### src/sv/kstl_pkg.sv
// kstl_pkg: shared types, constants and index helpers for the k-mer seed table
package kstl_pkg;

  localparam int HashW         = 20;
  localparam int Buckets       = 2 ** HashW;
  localparam int CountW        = 21;
  localparam int OffsetW       = 32;
  localparam int CharW         = 8;
  localparam int SeedRegW      = 4;
  localparam int SeenW         = 4;
  localparam int MinSeed       = 4;
  localparam int DefMaxSeed    = 10;
  localparam int DefCountBits  = 21;
  localparam int DefSeedLength = 10;
  localparam int SlotsPerWord  = 3;
  localparam int CountWords    = (Buckets + SlotsPerWord - 1) / SlotsPerWord;
  localparam int WordAw        = $clog2(CountWords);
  localparam int SlotW         = 2;
  localparam int DivShift      = HashW + 1;
  localparam int DivRecip      = (2 ** DivShift + SlotsPerWord - 1) / SlotsPerWord;
  localparam int CfgAddrW      = 3;
  localparam int CfgDataW      = 32;

  localparam logic [CfgAddrW-3:0] RegSeedLength = '0;

  typedef enum logic [1:0] {
    OP_PUSH  = 2'd0,
    OP_WRITE = 2'd1,
    OP_READ  = 2'd2,
    OP_CLEAR = 2'd3
  } op_e;

  typedef struct packed {
    op_e                operation;
    logic [CharW-1:0]   base_char;
    logic [HashW-1:0]   bucket_index;
    logic [CountW-1:0]  bucket_count;
    logic [OffsetW-1:0] bucket_offset;
  } in_item_t;

  typedef struct packed {
    logic [HashW-1:0]   hash_value;
    logic               window_full;
    logic [CountW-1:0]  count_out;
    logic [OffsetW-1:0] offset_out;
  } out_item_t;

  typedef struct packed {
    logic [HashW-1:0] hash;
    logic             full;
  } win_t;

  typedef struct packed {
    logic              rd_en;
    logic [WordAw-1:0] rd_word;
    logic              wr_en;
    logic [WordAw-1:0] wr_word;
  } cnt_ctrl_t;

  typedef struct packed {
    logic [WordAw-1:0] word;
    logic [SlotW-1:0]  slot;
  } split_t;

  // word = idx / 3 by reciprocal multiply, slot = idx % 3
  function automatic split_t split_index(input logic [HashW-1:0] idx);
    logic [2*HashW-1:0] prod;
    logic [HashW-1:0]   quo;
    logic [HashW-1:0]   rem;
    split_t             res;
    prod = (2*HashW)'(idx) * (2*HashW)'(DivRecip);
    quo  = HashW'(prod[DivShift +: WordAw]);
    rem  = idx - HashW'(quo * HashW'(SlotsPerWord));
    res.word = quo[WordAw-1:0];
    res.slot = rem[SlotW-1:0];
    return res;
  endfunction

endpackage

### src/sv/kstl_window.sv
// kstl_window: rolling 2-bit base hash, bases counter and window-full flag
module kstl_window import kstl_pkg::*; #(
  parameter int MAX_SEED = DefMaxSeed
) (
  input  logic                clk_i,
  input  logic                rst_ni,
  input  logic                accept_i,
  input  in_item_t            item_i,
  input  logic [SeedRegW-1:0] seed_length_i,
  output win_t                win_o
);

  localparam int MaxSeedW = $clog2(MAX_SEED + 1);
  localparam int EffW     = (MaxSeedW > SeedRegW) ? MaxSeedW : SeedRegW;
  localparam int TwiceW   = EffW + 1;

  logic [HashW-1:0] hash_q, hash_d;
  logic [SeenW-1:0] seen_q, seen_d;
  logic [EffW-1:0]  eff_seed;
  logic [EffW-1:0]  seed_ext;
  logic [TwiceW-1:0] twice_seed;
  logic [HashW-1:0] mask;
  logic [1:0]       code;
  logic [HashW-1:0] push_hash;
  logic [SeenW-1:0] push_seen;

  always_comb begin
    unique case (item_i.base_char)
      8'h41, 8'h61: code = 2'd0;
      8'h43, 8'h63: code = 2'd1;
      8'h47, 8'h67: code = 2'd2;
      8'h54, 8'h74: code = 2'd3;
      default:      code = 2'd0;
    endcase
  end

  always_comb begin
    seed_ext = EffW'(seed_length_i);
    if (seed_ext < EffW'(MinSeed)) begin
      eff_seed = EffW'(MinSeed);
    end else if (seed_ext > EffW'(MAX_SEED)) begin
      eff_seed = EffW'(MAX_SEED);
    end else begin
      eff_seed = seed_ext;
    end
    twice_seed = {eff_seed, 1'b0};
    for (int i = 0; i < HashW; i++) begin
      mask[i] = TwiceW'(i) < twice_seed;
    end
  end

  assign push_hash = {hash_q[HashW-3:0], code} & mask;
  assign push_seen = (seen_q == '1) ? seen_q : seen_q + SeenW'(1);

  always_comb begin
    hash_d = hash_q;
    seen_d = seen_q;
    win_o  = '0;
    unique case (item_i.operation)
      OP_PUSH: begin
        hash_d     = push_hash;
        seen_d     = push_seen;
        win_o.hash = push_hash;
        win_o.full = EffW'(push_seen) >= eff_seed;
      end
      OP_WRITE, OP_READ: begin
        win_o.hash = item_i.bucket_index;
        win_o.full = EffW'(seen_q) >= eff_seed;
      end
      OP_CLEAR: begin
        hash_d = '0;
        seen_d = '0;
      end
      default: begin
        win_o = '0;
      end
    endcase
  end

  always_ff @(posedge clk_i or negedge rst_ni) begin
    if (!rst_ni) begin
      hash_q <= '0;
      seen_q <= '0;
    end else if (accept_i) begin
      hash_q <= hash_d;
      seen_q <= seen_d;
    end
  end

endmodule

### config.mk
export PLATFORM = sky130hd
export DESIGN_NAME = kstl_window
export DESIGN_NICKNAME = d
export VERILOG_FILES = /design/src/sv/kstl_pkg.sv /design/src/sv/kstl_window.sv
export SDC_FILE = /design/constraint.sdc
export NUM_CORES = 1
export LEC_CHECK = 0
export BUFFER_PORTS_ARGS = -buffer_cell sky130_fd_sc_hd__buf_2
export CORE_MARGIN = 2
export CORE_UTILIZATION = 37
export CTS_CLUSTER_DIAMETER = 40
export DETAILED_ROUTE_END_ITERATION = 10
export GPL_ROUTABILITY_DRIVEN = 0
export HOLD_SLACK_MARGIN = 0.06
export PLACE_DENSITY = 0.76
export SLEW_MARGIN = 20
export SYNTH_ARGS = -nofsm -noshare
export SYNTH_HDL_FRONTEND = slang
export SYNTH_SLANG_ARGS = --single-unit
### constraint.sdc
create_clock -name clk_i -period 2.1 [get_ports clk_i]
set_input_delay 0.105 -clock clk_i [delete_from_list [all_inputs] [get_ports clk_i]]
set_output_delay 0.105 -clock clk_i [all_outputs]
set_load 0.05 [all_outputs]
# Word level (Yosys, flattened, before mapping)
# Index checks and enable logic that the tools add are counted.
[totals]
reg_bits = 22
in_bits = 90
elab_cells = 52
[classes]
add_sub_neg = 1
magnitude_cmp = 24
eq_ne = 10
muxes = 7
bitwise = 1
reduce_logical = 7
[op_table]
columns = ["op", "count"]
rows = [
  ["$eq 8x7->1 const B", 6],
  ["$pmux 21 s2", 1],
  ["$lt 4x5->1 const A", 8],
  ["$pmux 18 s2", 1],
  ["$and 20x20->20", 1],
  ["$lt 3x5->1 const A", 4],
  ["$lt 5x5->1 const A", 4],
  ["$mux 4", 3],
  ["$lt 1x5->1 const A", 2],
  ["$lt 2x5->1 const A", 2],
  ["$ge 4x4->1", 2],
  ["$pmux 4 s2", 1],
  ["$reduce_or 2->1", 4],
  ["$pmux 2 s3", 1],
  ["$add 4x1->4 const B", 1],
  ["$eq 2x2->1 const B", 2],
  ["$eq 4x4->1 const B", 1],
  ["$gt 4x4->1 const B", 1],
  ["$lt 4x3->1 const B", 1],
  ["$eq 2x1->1 const B", 1],
  ["$logic_not 2->1", 1],
  ["$reduce_and 2->1", 1],
  ["$reduce_bool 2->1", 1],
]

# Longest topological paths before layout
[depth]
word_depth = 6
depth_mapped = 9
ltp_nobuf = 8

# Worst setup path after synthesis
# Ideal clock, no wire load.
[synth_timing]
path_type = "register to output"
from = "reg seen_q[1]"
to = "out win_o[0] (netlist name)"
arrival_ps = 2644
required_ps = 1995
slack_ps = -649
stages_incl_launch_ff = 9
path_cell_list = "dfrtp_1 ha_1 and3_1 clkbuf_1 mux2_2 ha_1 a2111oi_0 or4_1 o21ai_0"
[synth_rtl]
columns = ["item", "line_no", "text"]
rows = [
  ["from (decl)", "kstl_window.sv:18", "logic [SeenW-1:0] seen_q, seen_d;"],
  ["from (signal assigned)", "kstl_window.sv:86", "seen_q <= seen_d;"],
  ["to (decl)", "kstl_window.sv:10", "output win_t win_o"],
]

==> flow_metrics.py <==
metrics = {
    "critical_path": {
        "critPathRequiredTime_ns": 2.00,
        "endpoint_kind": "output port",
        "cp_max_fo": 3,
        "cp.arrival_ns": 2.46,
        "r2r.worst_path.cells": 6,
        "rrSetupSlack_ns": 0.68,
        "worstReg2RegStart": "seen_q[1]$_DFFE_PN0P_",
        "startpoint_type": "flop",
        "crit_type": "flop to output port",
        "r2r-end": "seen_q[1]$_DFFE_PN0P_",
    },
    "hold_path": {
        "min_path_cells": 3,
        "min_from": "item_i[75]",
        "min_path_type": "primary input to flop",
        "hold_end": "hash_q[1]$_DFFE_PN0P_",
    },
    "sta": {
        "rsz0062_at_grt": "yes",
        "tns_ns": -0.467,
        "setup_ws_ns": -0.467,
        "setup_violations": 1,
        "fin_crit_sh_pct": 122,
        "finalCriticalPeriod_ns": 2.57,
        "max_freq_mhz": 390,
        "hold_violations": 0,
        "fin_hold_ws_ns": 0.141,
        "finClkSkew_ns": 0.00472,
        "drv_slew": 0,
        "worstMarginPinSlew_ns": 0.488,
        "slew_headroom_pct": 67.4,
    },
    "yosys": {
        "synth_nets": 293,
        "synth-simple-area-share_pct": 26.1,
        "ys_ff_latch": 22,
        "synth_xor_area_share_pct": 0.554,
        "yosysUniqueCellTypes": 33,
        "synth_top_family_by_area": "simple AND/OR/NAND/NOR gates",
        "synth_top_area_share_pct": 34.8,
        "yosys-top-cells-area": "dfrtp_1, ha_1, nand2_1",
        "synth_flop_cell": "dfrtp_1",
        "yosys_warnings": 0,
        "synth_largest_area_cell": "dfrtp_1",
        "syn_inst": 191,
        "synth_fa_ha_area_share_pct": 9.50,
        "syn_area_mm2": 0.00158,
        "synth.yosys.seq_area_share_pct": 34.8,
        "syn_area_per_cell_um2": 8.27,
        "synthArstFlopShare_pct": 100,
        "synth_mux_area_share_pct": 1.35,
        "synth-compound-area-share_pct": 23.5,
        "synth-edff-count": 0,
    },
    "finish": {
        "areaGrowthSynthToFinish_pct": 38.7,
        "nFillCells": 391,
        "instances_no_fill": 311,
        "fin_util_pct": 54.0,
        "n_antenna_cell": 0,
        "final_area_mm2": 0.00219,
        "layout.nets": 364,
        "drive_gt1_share_pct": 35.2,
    },
    "floorplanning": {
        "dieWidth_um": 69.4,
        "pin_count": 111,
        "num_rows": 23,
        "core-area_mm2": 0.00406,
        "die-area_mm2": 0.00481,
        "initial_core_util_pct": 38.9,
        "fp.dieH_um": 69.4,
    },
    "cts": {
        "tritoncts": "yes",
        "htree_levels": 1,
        "insertion_delay_ns": 0.27,
        "cts_root_buffer": "clkbuf_8",
        "clk_pin_slew_ns": 0.09,
        "cts_sinks": 22,
        "cts_max_path_buffers": 2,
        "cts_made_buffers": 3,
    },
    "global_routing": {
        "grt.overflow.total": 0,
        "first_global_vias": 1621,
        "grt_max_degree": 23,
        "grt_pass1_wl_mm": 7.58,
        "grt_usage_pct": 19.2,
        "antenna_found_initial": 0,
    },
    "power": {
        "peakVddDrop_v": 0.000395,
        "combinationalPowerShare_pct": 49.4,
        "power.internal_mw": 1.11,
        "seqPwrFrac_pct": 27.3,
        "p_per_area_mw_per_mm2": 796,
        "p_total_mw": 1.74,
        "p_sw_mw": 0.630,
        "pwr-share-clk_pct": 23.3,
        "p_leak_nw": 1.08,
        "swShare_pct": 36.1,
    },
    "detailed_routing": {
        "wl_mm": 4.47,
        "drtAntennaViolNets": 0,
        "vias": 1679,
        "drtIter0Drc": 63,
        "drc": 0,
        "first_pass_iters": 4,
        "detail_route.wl_per_cell_um": 14.4,
        "vias_per_cell": 5.40,
    },
    "status": {
        "violations": "setup timing",
        "status": "finished, violations left",
    },
    "placement": {
        "post-place-cells": 305,
        "dp_slack_ns": -0.249,
        "port_buffers": 56,
        "hpwl_mm": 3.45,
        "dpl-instance-area_mm2": 0.00206,
    },
    "run": {
        "maxCapViolCount": 0,
    },
}
layer usage:
metal	track usage (%)	part of all wire, %	vias to the layer above
li1	-	-	830
met1	24.5	43	781
met2	33.0	49	55
met3	2.03	4.6	13
met4	7.41	2.7	0
met5	0	0	-
synth_stat cells, types with 2 or more instances:
library cell	number
nand2_1	29
dfrtp_1	22
nor2_1	20
o21ai_0	20
ha_1	12
nand2b_1	10
a22oi_1	8
clkbuf_1	7
a21oi_1	6
a22o_1	5
a32o_1	5
inv_1	5
a32oi_1	4
buf_2	4
nand3_1	4
nor2b_1	4
nor3_1	4
a2111oi_0	2
nand2b_4	2
nand3b_1	2
nand4_1	2
nor3b_1	2
o21a_1	2
cells by family (layout without fill, tap and decap cells):
| logic type | Yosys count | count (layout) |
|---|---|---|
| AO/OA/AOI/OAI | 55 | 55 |
| buffers and inverters | 16 | 86 |
| adder cells (fa/ha/maj) | 12 | 12 |
| AND/OR/NAND/NOR | 83 | 83 |
| XOR/XNOR | 1 | 1 |
| flip-flops | 22 | 22 |
| multiplexers | 2 | 2 |
registers in the layout, summed over array words and instances, names as in the netlist:
| signal | cells |
|---|---|
| hash_q | 18 |
| seen_q | 4 |
power by group through the flow:
stage                     Clock, mW  Combinational (mW)  Sequential (mW)
after CTS                     0.408               0.849            0.476
after detailed placement          0               0.786            0.485
final                         0.407               0.862            0.476
after floorplan                   0               0.486            0.499
after global routing          0.428               0.942            0.480
after global placement            0               0.754            0.485
how the worst max path moves through the flow:
stage | to | start | slack [ns] | depth (start not counted)
after floorplan | win_o[0] | seen_q[1]$_DFFE_PN0P_ | -0.20 | 8
after global placement | win_o[0] | seen_q[1]$_DFFE_PN0P_ | -0.18 | 8
after detailed placement | win_o[0] | seen_q[1]$_DFFE_PN0P_ | -0.25 | 8
after CTS | win_o[0] | seen_q[1]$_DFFE_PN0P_ | -0.46 | 8
after global routing | win_o[0] | seen_q[1]$_DFFE_PN0P_ | -0.52 | 8
final | win_o[0] | seen_q[1]$_DFFE_PN0P_ | -0.47 | 8
worst max-delay path: stages, from the launching register on:
cell	delay, ns
dfrtp_1	0.39
ha_2	0.20
and3_4	0.20
mux2_4	0.31
ha_4	0.27
a2111oi_4	0.06
or4_4	0.51
o21ai_4	0.08
buf_6	0.17
cells in the final DEF, fill, tap and decap left out, drive strengths merged, types with 2 or more instances in the layout:
cell type	Yosys	final
buf	4	76
nand2	29	29
dfrtp	22	22
nor2	20	20
o21ai	20	20
ha	12	12
nand2b	12	12
a22oi	8	8
a21oi	6	6
inv	5	5
a22o	5	5
a32o	5	5
nor2b	4	4
a32oi	4	4
nand3	4	4
nor3	4	4
clkbuf	7	3
nand4	2	2
nand3b	2	2
nor3b	2	2
o21a	2	2
a2111oi	2	2
final cells by class:
type | count | area, um2 | area share (%)
multi-input combinational | 153 | 1040 | 47.5
inverter | 5 | 18.8 | 0.856
clock buffer | 3 | 41.3 | 1.88
clock inverter | 1 | 30.0 | 1.37
timing repair buffer | 77 | 447 | 20.4
tap | 50 | 62.6 | 2.85
sequential | 22 | 551 | 25.1
repair_timing:
item	in CTS	in global routing
resized for setup	3	3
hold buffers	1	0
setup buffers	1	0
endpoints found under the hold margin	22	0
setup endpoints to repair	1	1
Note: power is estimated with default switching activity, not from simulation.
